## src/rtl/whp_pkg.sv

```systemverilog
`default_nettype none

package whp_pkg;

	localparam int TIME_W   = 32;
	localparam int CNT_W    = 32;
	localparam int CIRC_W   = 12;
	localparam int SPEED_W  = 8;
	localparam int DEB_W    = 8;
	localparam int STUCK_W  = 16;
	localparam int CFG_IDX_W  = 2;
	localparam int CFG_DATA_W = 16;

	// wheel circumference * 3600 stays below 2^24
	localparam int NUM_W  = 24;
	localparam int STEP_W = $clog2(NUM_W);

	localparam int unsigned SPEED_MIN     = 20;
	localparam int unsigned SPEED_DEFAULT = 100;
	localparam int unsigned US_PER_MS     = 1000;
	// mm * 360000 / (km/h * 100) reduces to mm * 3600 / (km/h)
	localparam int unsigned PERIOD_FACTOR = 360000 / 100;

	localparam logic [CIRC_W-1:0]  CIRC_RESET  = CIRC_W'(2100);
	localparam logic [SPEED_W-1:0] SPEED_RESET = SPEED_W'(80);
	localparam logic [DEB_W-1:0]   DEB_RESET   = DEB_W'(5);
	localparam logic [STUCK_W-1:0] STUCK_RESET = STUCK_W'(2000);

	typedef enum logic [CFG_IDX_W-1:0] {
		CFG_CIRC  = 2'd0,
		CFG_SPEED = 2'd1,
		CFG_DEB   = 2'd2,
		CFG_STUCK = 2'd3
	} cfg_idx_t;

	typedef enum logic [1:0] {
		REASON_NONE      = 2'd0,
		REASON_DEBOUNCE  = 2'd1,
		REASON_STUCK     = 2'd2,
		REASON_OVERSPEED = 2'd3
	} reason_t;

	typedef enum logic [1:0] {
		ST_IDLE,
		ST_DIV,
		ST_DECIDE
	} state_t;

	typedef struct packed {
		logic [CIRC_W-1:0]  circ;
		logic [SPEED_W-1:0] speed;
		logic [DEB_W-1:0]   deb;
		logic [STUCK_W-1:0] stuck;
	} cfg_t;

	typedef struct packed {
		logic load;
		logic div_step;
		logic decide;
	} cmd_t;

	typedef struct packed {
		logic out_busy;
	} status_t;

endpackage

`default_nettype wire

```

## src/rtl/wheel_pulse_qualifier.sv

```systemverilog
`default_nettype none

// Channel   Direction  Handshake             Payload
// in        sink       in_valid / in_stall   pulse_time_us, released, active_time_us
// out       source     out_valid / out_stall accepted, reject_reason, first_accept,
//                                            elapsed_us, four event counters
// cfg       sink       cfg_we                cfg_index, cfg_data
//
// A pulse holds the input through the accepting cycle, the bit-serial divider steps for
// the minimum wheel period and the decision state. The result becomes valid at the edge
// that ends the decision state, and in_stall drops with it.
// Reset clears the history, counters and output valid, and loads the register
// defaults; no clearing pass is needed.
// A finished result sits in the output register while the next pulse is taken
// and divided; the decision waits only if that result is still stalled.

module wheel_pulse_qualifier
	import whp_pkg::*;
(
	input  wire logic                  clk,
	input  wire logic                  arst_n,
	// pulse transactions in
	input  wire logic                  in_valid,
	output logic                       in_stall,
	input  wire logic [TIME_W-1:0]     pulse_time_us,
	input  wire logic                  released,
	input  wire logic [TIME_W-1:0]     active_time_us,
	// result transactions out
	output logic                       out_valid,
	input  wire logic                  out_stall,
	output logic                       accepted,
	output logic [1:0]                 reject_reason,
	output logic                       first_accept,
	output logic [TIME_W-1:0]          elapsed_us,
	output logic [CNT_W-1:0]           accepted_count,
	output logic [CNT_W-1:0]           debounce_count,
	output logic [CNT_W-1:0]           stuck_count,
	output logic [CNT_W-1:0]           overspeed_count,
	// register writes
	input  wire logic                  cfg_we,
	input  wire logic [CFG_IDX_W-1:0]  cfg_index,
	input  wire logic [CFG_DATA_W-1:0] cfg_data
);

	cfg_t    cfg;
	cmd_t    cmd;
	status_t status;

	// register file: circumference, speed limit, debounce and stuck timeouts
	whp_cfg u_cfg (
		.clk       (clk),
		.arst_n    (arst_n),
		.cfg_we    (cfg_we),
		.cfg_index (cfg_index),
		.cfg_data  (cfg_data),
		.cfg       (cfg)
	);

	// sequencer: idle, divide, decide
	whp_ctrl u_ctrl (
		.clk      (clk),
		.arst_n   (arst_n),
		.in_valid (in_valid),
		.in_stall (in_stall),
		.status   (status),
		.cmd      (cmd)
	);

	// divider, qualification checks, history, counters and result register
	whp_dp u_dp (
		.clk             (clk),
		.arst_n          (arst_n),
		.cfg             (cfg),
		.cmd             (cmd),
		.status          (status),
		.pulse_time_us   (pulse_time_us),
		.released        (released),
		.active_time_us  (active_time_us),
		.out_valid       (out_valid),
		.out_stall       (out_stall),
		.accepted        (accepted),
		.reject_reason   (reject_reason),
		.first_accept    (first_accept),
		.elapsed_us      (elapsed_us),
		.accepted_count  (accepted_count),
		.debounce_count  (debounce_count),
		.stuck_count     (stuck_count),
		.overspeed_count (overspeed_count)
	);

endmodule

`default_nettype wire

```

## src/rtl/whp_cfg.sv

```systemverilog
`default_nettype none

module whp_cfg
	import whp_pkg::*;
(
	input  wire logic                  clk,
	input  wire logic                  arst_n,
	input  wire logic                  cfg_we,
	input  wire logic [CFG_IDX_W-1:0]  cfg_index,
	input  wire logic [CFG_DATA_W-1:0] cfg_data,
	output cfg_t                       cfg
);

	cfg_t cfg_q;

	always_ff @(posedge clk or negedge arst_n) begin
		if (!arst_n) begin
			cfg_q.circ  <= CIRC_RESET;
			cfg_q.speed <= SPEED_RESET;
			cfg_q.deb   <= DEB_RESET;
			cfg_q.stuck <= STUCK_RESET;
		end else if (cfg_we) begin
			unique case (cfg_idx_t'(cfg_index))
				CFG_CIRC:  cfg_q.circ  <= cfg_data[CIRC_W-1:0];
				CFG_SPEED: cfg_q.speed <= cfg_data[SPEED_W-1:0];
				CFG_DEB:   cfg_q.deb   <= cfg_data[DEB_W-1:0];
				CFG_STUCK: cfg_q.stuck <= cfg_data[STUCK_W-1:0];
				default: ;
			endcase
		end
	end

	assign cfg = cfg_q;

endmodule

`default_nettype wire

```

## src/rtl/whp_ctrl.sv

```systemverilog
`default_nettype none

module whp_ctrl
	import whp_pkg::*;
(
	input  wire logic    clk,
	input  wire logic    arst_n,
	input  wire logic    in_valid,
	output logic         in_stall,
	input  wire status_t status,
	output cmd_t         cmd
);

	state_t state_q, state_d;
	logic [STEP_W-1:0] step_q, step_d;

	always_ff @(posedge clk or negedge arst_n) begin
		if (!arst_n) begin
			state_q <= ST_IDLE;
			step_q  <= '0;
		end else begin
			state_q <= state_d;
			step_q  <= step_d;
		end
	end

	always_comb begin
		state_d  = state_q;
		step_d   = step_q;
		cmd      = '0;
		in_stall = 1'b1;
		unique case (state_q)
			ST_IDLE: begin
				in_stall = 1'b0;
				if (in_valid) begin
					cmd.load = 1'b1;
					step_d   = '0;
					state_d  = ST_DIV;
				end
			end
			ST_DIV: begin
				cmd.div_step = 1'b1;
				if (step_q == STEP_W'(NUM_W - 1)) begin
					state_d = ST_DECIDE;
				end else begin
					step_d = step_q + STEP_W'(1);
				end
			end
			ST_DECIDE: begin
				// hold until the previous result has left the output register
				if (!status.out_busy) begin
					cmd.decide = 1'b1;
					state_d    = ST_IDLE;
				end
			end
			default: state_d = ST_IDLE;
		endcase
	end

endmodule

`default_nettype wire

```

## src/rtl/whp_dp.sv

```systemverilog
`default_nettype none

module whp_dp
	import whp_pkg::*;
(
	input  wire logic              clk,
	input  wire logic              arst_n,
	input  wire cfg_t              cfg,
	input  wire cmd_t              cmd,
	output status_t                status,
	input  wire logic [TIME_W-1:0] pulse_time_us,
	input  wire logic              released,
	input  wire logic [TIME_W-1:0] active_time_us,
	output logic                   out_valid,
	input  wire logic              out_stall,
	output logic                   accepted,
	output logic [1:0]             reject_reason,
	output logic                   first_accept,
	output logic [TIME_W-1:0]      elapsed_us,
	output logic [CNT_W-1:0]       accepted_count,
	output logic [CNT_W-1:0]       debounce_count,
	output logic [CNT_W-1:0]       stuck_count,
	output logic [CNT_W-1:0]       overspeed_count
);

	// captured transaction
	logic [TIME_W-1:0] t_q, act_q, deb_thr_q, stuck_thr_q;
	logic              rel_q;

	// restoring divider
	logic [NUM_W-1:0]   quo_q;
	logic [SPEED_W-1:0] rem_q, den_q;
	logic [SPEED_W:0]   trial;
	logic               ge;

	// persistent state
	logic [TIME_W-1:0] last_raw_q, last_acc_q;
	logic              raw_seen_q, acc_seen_q;
	logic [CNT_W-1:0]  acc_cnt_q, deb_cnt_q, stuck_cnt_q, over_cnt_q;

	// result register
	logic              out_valid_q, acc_out_q, first_q;
	reason_t           reason_q;
	logic [TIME_W-1:0] ivl_q;

	logic [SPEED_W-1:0] speed_eff;
	logic [TIME_W-1:0]  raw_gap, acc_gap;
	logic               is_deb, is_stuck, is_over;

	assign speed_eff = (cfg.speed < SPEED_W'(SPEED_MIN)) ? SPEED_W'(SPEED_DEFAULT) : cfg.speed;

	assign trial = {rem_q, quo_q[NUM_W-1]};
	assign ge    = trial >= {1'b0, den_q};

	assign raw_gap  = t_q - last_raw_q;
	assign acc_gap  = t_q - last_acc_q;
	assign is_deb   = raw_seen_q && (raw_gap < deb_thr_q);
	assign is_stuck = acc_seen_q && !rel_q && (act_q >= stuck_thr_q);
	assign is_over  = (acc_gap == '0) || (acc_gap < TIME_W'(quo_q));

	always_ff @(posedge clk) begin
		if (cmd.load) begin
			t_q         <= pulse_time_us;
			rel_q       <= released;
			act_q       <= active_time_us;
			deb_thr_q   <= TIME_W'(cfg.deb) * TIME_W'(US_PER_MS);
			stuck_thr_q <= TIME_W'(cfg.stuck) * TIME_W'(US_PER_MS);
			quo_q       <= NUM_W'(cfg.circ) * NUM_W'(PERIOD_FACTOR);
			rem_q       <= '0;
			den_q       <= speed_eff;
		end else if (cmd.div_step) begin
			rem_q <= ge ? SPEED_W'(trial - {1'b0, den_q}) : trial[SPEED_W-1:0];
			quo_q <= {quo_q[NUM_W-2:0], ge};
		end
	end

	always_ff @(posedge clk or negedge arst_n) begin
		if (!arst_n) begin
			last_raw_q  <= '0;
			last_acc_q  <= '0;
			raw_seen_q  <= 1'b0;
			acc_seen_q  <= 1'b0;
			acc_cnt_q   <= '0;
			deb_cnt_q   <= '0;
			stuck_cnt_q <= '0;
			over_cnt_q  <= '0;
			out_valid_q <= 1'b0;
		end else begin
			if (cmd.decide) begin
				out_valid_q <= 1'b1;
			end else if (out_valid_q && !out_stall) begin
				out_valid_q <= 1'b0;
			end
			if (cmd.decide) begin
				// raw time follows every pulse, debounced or not
				last_raw_q <= t_q;
				raw_seen_q <= 1'b1;
				if (is_deb) begin
					deb_cnt_q <= deb_cnt_q + CNT_W'(1);
				end else if (is_stuck) begin
					stuck_cnt_q <= stuck_cnt_q + CNT_W'(1);
				end else if (acc_seen_q && is_over) begin
					over_cnt_q <= over_cnt_q + CNT_W'(1);
				end else begin
					last_acc_q <= t_q;
					acc_seen_q <= 1'b1;
					acc_cnt_q  <= acc_cnt_q + CNT_W'(1);
				end
			end
		end
	end

	always_ff @(posedge clk) begin
		if (cmd.decide) begin
			acc_out_q <= 1'b0;
			first_q   <= 1'b0;
			ivl_q     <= '0;
			if (is_deb) begin
				reason_q <= REASON_DEBOUNCE;
			end else if (is_stuck) begin
				reason_q <= REASON_STUCK;
			end else if (acc_seen_q && is_over) begin
				reason_q <= REASON_OVERSPEED;
			end else begin
				reason_q  <= REASON_NONE;
				acc_out_q <= 1'b1;
				first_q   <= !acc_seen_q;
				ivl_q     <= acc_seen_q ? acc_gap : '0;
			end
		end
	end

	assign status.out_busy = out_valid_q && out_stall;

	assign out_valid     = out_valid_q;
	assign accepted      = acc_out_q;
	assign reject_reason = reason_q;
	assign first_accept  = first_q;
	assign elapsed_us    = ivl_q;
	// counters only move on a decision, which waits for the output register to free up
	assign accepted_count  = acc_cnt_q;
	assign debounce_count  = deb_cnt_q;
	assign stuck_count     = stuck_cnt_q;
	assign overspeed_count = over_cnt_q;

endmodule

`default_nettype wire

```

## config.mk

```make
export PLATFORM = sky130hd
export DESIGN_NAME = wheel_pulse_qualifier
export DESIGN_NICKNAME = d
export VERILOG_FILES = /design/src/rtl/whp_pkg.sv /design/src/rtl/wheel_pulse_qualifier.sv /design/src/rtl/whp_cfg.sv /design/src/rtl/whp_ctrl.sv /design/src/rtl/whp_dp.sv
export SDC_FILE = /design/constraint.sdc
export NUM_CORES = 1
export LEC_CHECK = 0
export BUFFER_PORTS_ARGS = -buffer_cell sky130_fd_sc_hd__buf_2
export CORE_MARGIN = 2
export CORE_UTILIZATION = 30
export CTS_CLUSTER_SIZE = 8
export DETAILED_ROUTE_END_ITERATION = 10
export HOLD_SLACK_MARGIN = 0.1
export PLACE_DENSITY = 0.54
export SLEW_MARGIN = 10
export SYNTH_ARGS = -nofsm -noshare
export SYNTH_HDL_FRONTEND = slang
export SYNTH_HIERARCHICAL = 1
export SYNTH_SLANG_ARGS = --single-unit
```

## constraint.sdc

```tcl
create_clock -name clk -period 5.25 [get_ports clk]
set_input_delay 0.2625 -clock clk [delete_from_list [all_inputs] [get_ports clk]]
set_output_delay 0.2625 -clock clk [all_outputs]
set_load 0.05 [all_outputs]
```

==> impl_metrics.tcl, run 1 <==
set metrics [dict create \
    post-route-util_pct 39.7 \
    cp_max_fo 6 \
    grtUsageTotal_pct 15.9 \
    cpPeakStageDelay_ns 0.55 \
    crit_cells 26 \
    n_antenna_cell 0 \
    power_w 0.0234 \
    routedWlPerCell_um 17.1 \
    synth_area_leaders "dfrtp_1, edfxtp_1, ha_1" \
    clock.fmax_mhz 187 \
    grt_pass1_wl_mm 120 \
    vias_per_cell 4.83 \
    slew_headroom_pct 33.1 \
    setup_viol 71 \
    grt_pass1_vias 21295 \
    synth.avg_cell_area_um2 10.4 \
    async_flop_share_pct 57.9 \
    grt_overflow 0 \
    critical_path.top_delay_family "simple AND/OR/NAND/NOR gates" \
    clock_latency_ns 0.68 \
    critPathArrivalTime_ns 5.94 \
    synth-adder-area-share_pct 19.2 \
    wl_mm 75.8 \
    clk_pin_slew_ns 0.05 \
    dpl.hpwl_mm 54.5 \
    post-route-min-period_ns 5.34 \
    fin_worst_skew_ns 0.0684 \
    drt_pre_antenna_iters 5 \
    yosys.area.top_type "dfrtp_1" \
    vias 21371 \
    synthSimpleGateAreaFrac_pct 13.9 \
    cts_tree "done" \
    synthDistinctLibCells 97 \
    numPortBuffers 253 \
    ioPinCount 254 \
    synth_compound_area_share_pct 11.0 \
    yosysTopAreaCellShare_pct 21.0 \
    cts_sinks 425 \
    drive_gt1_share_pct 26.2 \
    fin_nets 3651 \
    synth_edf_count 167 \
    fin_ws_ns -0.0916 \
    grt_max_degree 135 \
    synth_most_common_cell "inv_1" \
    dieArea_um2 94400 \
    ys_dominant_reg_cell "dfrtp_1" \
    ir_worst_vdd_mv 0.768 \
    p_leak_nw 17.3 \
    worstPathRequired_ns 5.85 \
    fin_crit_sh_pct 102 \
    crit_buf_inv 4 \
    crit_type "reg2reg" \
    synth_area_um2 27600 \
    hold_depth 3 \
    rows 111 \
    final_max_slew_viol_count 0 \
    ys_ff_latch 425 \
    synth_xor_area_share_pct 6.73 \
    worst_pin_slew_ns 1.00 \
    endpoint_kind "register" \
    syn2layout_area_growth_pct 31.5 \
    fp.dieH_um 307 \
    die_w_um 307 \
    layout.cells.non_filler 4422 \
    critical-path-slowest-cell "or4_4" \
    drtAntennaViolNets 0 \
    cts_root_buffer "clkbuf_16" \
    status "finished, violations left" \
    yosysSeqAreaShare_pct 41.4 \
    antenna_found_initial 5 \
    maxCapViolCount 0 \
    numCtsBuffers 61 \
    netlist_instances 2656 \
    worstRegToRegCells 26 \
    rsz0062_at_grt "yes" \
    ys_top_cells_by_count "inv_1, ha_1, dfrtp_1, nand2_1, edfxtp_1" \
    timing.hold.worst.class "in2reg" \
    start_util_pct 30.2 \
    drt_iter0_drc 1337 \
    yosys_warnings 6 \
    htree_levels 2 \
    reg2reg_slack_ns -0.09 \
    p_per_area_nw_per_um2 644 \
    syn-num-nets 3111 \
    placed_cells 4184 \
    coreArea_um2 91400 \
    cp-start-kind "register" \
    hold_viol_final 0 \
    drc 0 \
    synth.mux.area_fraction_pct 2.44 \
    cts.path.max_buffers 3 \
    violations "setup timing" \
    synth_top_family_by_area "adder cells" \
    routabilityCongestion 0.890 \
    fillers 8977 \
]
[what timing repair did]
action	CTS	global route
hold endpoints to repair	175	0
endpoints found under the setup margin	152	198
gates cloned	15	4
pin swaps	80	87
gates resized for setup	145	179
setup buffers	25	13
hold buffers	86	0
[kinds of logic (layout without fill, tap and decap cells)]
| logic type | after synthesis | after routing |
|---|---|---|
| DFF | 425 | 425 |
| buffers and inverters | 373 | 951 |
| and+or+nand+nor | 744 | 746 |
| adders and majority gates | 367 | 367 |
| xor gates and xnor gates | 212 | 212 |
| AOI/OAI and AO/OA | 474 | 474 |
| muxes | 61 | 61 |
[flip-flops by register name (all words and copies together), names as in the netlist, 2 cells and up]
signal and cells:
u_cfg/cfg 44, u_dp/last_acc_q 32, u_dp/act_q 32, u_dp/rem_q 8
u_ctrl/state_q 2, u_dp/den_q 8, u_dp/debounce_count 32, u_dp/elapsed_us 32
u_dp/t_q 32, u_dp/reject_reason 2, u_dp/last_raw_q 32, u_ctrl/step_q 5
u_dp/deb_thr_q 15, u_dp/stuck_thr_q 23, u_dp/stuck_count 32, u_dp/overspeed_count 32
u_dp/accepted_count 32, u_dp/quo_q 24
[per-layer routing]
metal	track usage, %	share of wire, %	vias up	wire, um
met2	25.6	46	422	35100
met5	0	0.045	-	34
met1	21.8	46	10389	35000
li1	-	-	10429	-
met4	5.15	3.1	6	2330
met3	2.63	4.4	125	3350
[path summary, 6_finish.rpt]
| path | start | to |
|---|---|---|
| min | cfg_index[1] | u_cfg/cfg[41]$_DFFE_PN0P_ |
| min in group asynchronous | arst_n | u_dp/overspeed_count[28]$_DFFE_PN0P_ |
| max | u_dp/t_q[2]$_DFFE_PP_ | u_dp/stuck_count[12]$_DFFE_PN0P_ |
| max in group asynchronous | arst_n | u_cfg/cfg[22]$_DFFE_PN0P_ |
| max reg2reg | u_dp/t_q[2]$_DFFE_PP_ | u_dp/stuck_count[12]$_DFFE_PN0P_ |
| min reg2reg | u_cfg/cfg[31]$_DFFE_PN0P_ | u_dp/den_q[7]$_SDFFCE_PN0P_ |
[cell type report]
class,count,area (um^2),area share (%)
clock buffer,98,1720,4.73
sequential,425,11400,31.5
multi-input combinational,1860,16200,44.5
inverter,300,1130,3.12
timing repair buffer,548,4270,11.8
tap,1186,1480,4.09
clock inverter,5,104,0.286
[cells in the final DEF (no fill, tap or decap), types with 19 or more instances in the layout]
cell,synthesis,layout
inv_1,297,296
ha_1,273,267
buf_2,20,252
dfrtp_1,232,232
nand2_1,227,186
edfxtp_1,167,167
buf_4,2,162
xnor2_1,133,112
a21oi_1,114,108
o21ai_0,119,107
nor2_1,109,103
fa_1,94,94
dlygate4sd3_1,0,86
xor2_1,79,79
clkbuf_16,0,66
nand4_1,62,62
nand3_1,69,57
a21o_1,54,54
mux2_2,50,49
nor3_1,62,36
clkbuf_1,41,33
and3_1,50,33
nand2b_1,25,24
o21bai_1,23,23
o21ai_2,1,22
nand2_4,0,22
xnor2_2,0,21
nand2_2,0,19
[worst reg2reg max path, stage by stage (launching register included)]
cell	delay, ns
edfxtp_1	0.43
ha_4	0.25
a21o_1	0.18
a31o_4	0.22
a221oi_4	0.36
a211oi_4	0.13
nor2_2	0.18
o21ai_2	0.09
a21oi_2	0.16
xnor2_1	0.13
ha_1	0.26
and4_4	0.16
and4_4	0.16
nor4_4	0.12
nand4_1	0.12
or4_4	0.55
a2111oi_4	0.21
nand4b_1	0.15
or4_4	0.48
o21ai_4	0.15
buf_6	0.13
buf_12	0.11
buf_6	0.11
nor3_4	0.05
clkbuf_16	0.21
nand4_1	0.12
xnor2_1	0.12
[through the flow]
stage                     hold WS, ns  cell area (um^2)  setup slack [ns]  TNS (ns)
final                           0.153             36300           -0.0916     -2.14
after global routing            0.133             36300            -0.305    -28.30
after CTS                       0.106             35300            -0.184     -7.65
after detailed placement        0.247             31400            -0.226    -16.88
after global placement          0.248             31400            -0.203    -11.18
after floorplan               -0.0331             27600          -0.00153  -0.00153
[power breakdown]
group          total [W]  leakage (nW)  internal, W  switching [W]
sequential       0.00513          4.80      0.00472       0.000411
clock            0.00376         0.867      0.00222        0.00154
combinational     0.0145          11.6      0.00661        0.00787
Note: power is estimated with default switching activity, not from simulation.
==> inputs of run 2 (changes only) <==
- CELL_PAD_IN_SITES_DETAIL_PLACEMENT: not set -> 0
- CELL_PAD_IN_SITES_GLOBAL_PLACEMENT: not set -> 1
- CORE_ASPECT_RATIO: not set -> 1.1
- CTS_BUF_LIST: not set -> sky130_fd_sc_hd__clkbuf_4 sky130_fd_sc_hd__clkbuf_8
- PLACE_DENSITY: 0.54 -> 0.63
==> run 2 against run 1 <==
The run still ends with setup timing left. Clock power is 9.6% lower. Largest power group unchanged. Sequential share of layout area rose by 0.55 points. Via count decreased by 0.73%. Critical path type unchanged. Cell area is 1.7% lower. Die area about the same. Sequential power about the same. Clock-buffer cell count up 25. Register-to-register slack worse by 0.06 ns. Total power down 1.0%. Global-route usage is 0.45 points higher. Fmax down 1.1%.
==> impl_metrics.tcl, run 2 (synthesized netlist as in run 1, its figures left out) <==
set metrics [dict create \
    final_max_slew_viol_count 0 \
    fp.dieH_um 322 \
    r2r-start "u_dp/t_q[2]$_DFFE_PP_" \
    r2r_end "u_dp/last_acc_q[5]$_DFFE_PN0P_" \
    reg2reg_slack_ns -0.15 \
    placed_cells 4191 \
    htree_levels 3 \
    largest_reg_flops 44 \
    crit_type "reg2reg" \
    power_w 0.0231 \
    fin_ws_ns -0.149 \
    drtAntennaViolNets 0 \
    maxCapViolCount 0 \
    fillers 9046 \
    worstRegToRegCells 23 \
    grt_pass1_wl_mm 122 \
    dieArea_um2 94400 \
    critical_path.top_delay_family "simple AND/OR/NAND/NOR gates" \
    drt_pre_antenna_iters 7 \
    die_w_um 293 \
    multiInputGateArea_um2 15700 \
    vias 21216 \
    critical-path-slowest-cell "or4_4" \
    pwr-share-comb_pct 63.2 \
    design_area_um2 35700 \
    fin_worst_skew_ns 0.0517 \
    grtUsageTotal_pct 16.4 \
    antenna_found_initial 8 \
    p_leak_nw 16.9 \
    regArea_um2 11400 \
    placed_cell_area_um2 31500 \
    start_util_pct 30.3 \
    worst_pin_slew_ns 0.978 \
    rows 116 \
    critPathArrivalTime_ns 5.96 \
    ioPinCount 254 \
    clkPwrFrac_pct 14.7 \
    cp_max_fo 8 \
    rsz0062_at_grt "yes" \
    p_switching_w 0.00978 \
    drc 0 \
    wl_mm 76.9 \
    fin_crit_sh_pct 103 \
    routabilityCongestion 0.838 \
    status "finished, violations left" \
    cts_tree "done" \
    p_sw_share_pct 42.2 \
    clock.fmax_mhz 185 \
    grt_overflow 0 \
    endpoint_kind "register" \
    worstPathRequired_ns 5.81 \
    p_int_w 0.0134 \
    grt_max_degree 127 \
    p_per_area_nw_per_um2 649 \
    layout_commonest_cell "inv_1" \
    setup_viol 111 \
    drt_iter0_drc 949 \
    final_cell_mix "inv_1, ha_1, buf_2, dfrtp_1, nand2_1" \
    dpl.hpwl_mm 56.7 \
    numPortBuffers 253 \
    numCtsBuffers 79 \
    violations "setup timing" \
    vias_per_cell 4.75 \
    cpPeakStageDelay_ns 0.57 \
    coreArea_um2 91100 \
    timing.hold.worst.class "in2async" \
    grt_pass1_vias 21762 \
    layout.cells.non_filler 4466 \
    syn2layout_area_growth_pct 29.2 \
    crit_buf_inv 2 \
    post-route-util_pct 39.1 \
    clock_latency_ns 0.71 \
    p_seq_share_pct 22.1 \
    drive_gt1_share_pct 26.0 \
    cts.path.max_buffers 3 \
    post-route-min-period_ns 5.40 \
    slew_headroom_pct 34.8 \
    path_cells "ha_4 -> a21o_1 -> a31o_4 -> a221oi_4 -> a21o_1 -> o21a_1 -> nand2_2 -> xor2_2 -> ha_1 -> and4_1 -> and4_4 -> nor4_4 -> nand4_1 -> or4_4 -> a2111oi_4 -> nand4b_1 -> or4_4 -> o21ai_4 -> and3b_4 -> buf_12 -> buf_16 -> nand2_1 -> o21ai_1" \
    hold_viol_final 0 \
    ir_worst_vdd_mv 1.27 \
    cts_root_buffer "clkbuf_8" \
    clk_pin_slew_ns 0.06 \
    cts_sinks 425 \
    fin_nets 3677 \
    cp-start-kind "register" \
    routedWlPerCell_um 17.2 \
]
## run 2: cell types whose count changed in the layout (fill, tap and decap cells not counted), moves of 10 or more
cell	change
nand2_4	-18
clkbuf_4	+32
o21ai_2	-17
xnor2_2	-19
nand3_4	-10
o21ai_1	+22
xnor2_1	+19
and3_1	+15
clkbuf_1	-33
and3_4	-14
clkbuf_16	-66
nand2_1	+15
clkbuf_8	+88
## run 2: through the flow
| step | hold WS (ns) | setup TNS (ns) | worst slack [ns] |
|---|---|---|---|
| 4_1_cts | 0.122 | -13.90 | -0.197 |
| 6_report | 0.166 | -8.25 | -0.149 |
| 2_1_floorplan | -0.0331 | -0.00153 | -0.00153 |
| 3_3_place_gp | 0.284 | -15.48 | -0.220 |
| 5_1_grt | 0.183 | -43.26 | -0.372 |
| 3_5_place_dp | 0.294 | -27.65 | -0.306 |
## run 2: what timing repair did
action,in CTS,in global routing
pin swaps,93,19
endpoints found under the hold margin,181,0
buffers inserted,19,7
gates cloned,13,1
endpoints found under the setup margin,176,196
hold buffers,91,0
gates resized for setup,181,47
## run 2: routing by layer
layer	vias up	global-route usage [%]	wire, um
li1	10438	-	-
met1	10227	20.6	33500
met2	413	27.9	37300
met3	130	2.82	3320
met4	8	6.49	2690
met5	-	0	45
## run 2: cell type report
cell class / instances / area share (%)
diodes: 3 / 0.0210
clock buffers: 123 / 4.18
clock inverters: 19 / 0.481
inverters: 300 / 3.17
multi-input cells: 1859 / 43.9
flip-flops and latches: 425 / 32.0
well taps: 1180 / 4.14
repair buffers: 557 / 12.0
## run 2: worst max-delay path by stage
| stage | cells after the start | start | to | slack [ns] |
|---|---|---|---|---|
| floorplan | 24 | u_dp/t_q[2]$_DFFE_PP_ | u_dp/debounce_count[6]$_DFFE_PN0P_ | -0.002 |
| global placement | 24 | u_dp/last_raw_q[2]$_DFFE_PN0P_ | u_dp/debounce_count[16]$_DFFE_PN0P_ | -0.22 |
| detailed placement | 24 | u_dp/last_raw_q[2]$_DFFE_PN0P_ | u_dp/debounce_count[26]$_DFFE_PN0P_ | -0.31 |
| CTS | 23 | u_dp/t_q[2]$_DFFE_PP_ | u_dp/debounce_count[26]$_DFFE_PN0P_ | -0.20 |
| global route | 23 | u_dp/t_q[2]$_DFFE_PP_ | u_dp/last_acc_q[5]$_DFFE_PN0P_ | -0.37 |
| finish | 23 | u_dp/t_q[2]$_DFFE_PP_ | u_dp/last_acc_q[5]$_DFFE_PN0P_ | -0.15 |
## run 2: power groups by stage
stage | Clock, W | Combinational [W] | Sequential [W]
2_1_floorplan | 0 | 0.0100 | 0.00513
3_3_place_gp | 0 | 0.0140 | 0.00517
3_5_place_dp | 0 | 0.0140 | 0.00518
4_1_cts | 0.00354 | 0.0145 | 0.00513
5_1_grt | 0.00368 | 0.0168 | 0.00521
6_report | 0.00340 | 0.0146 | 0.00512
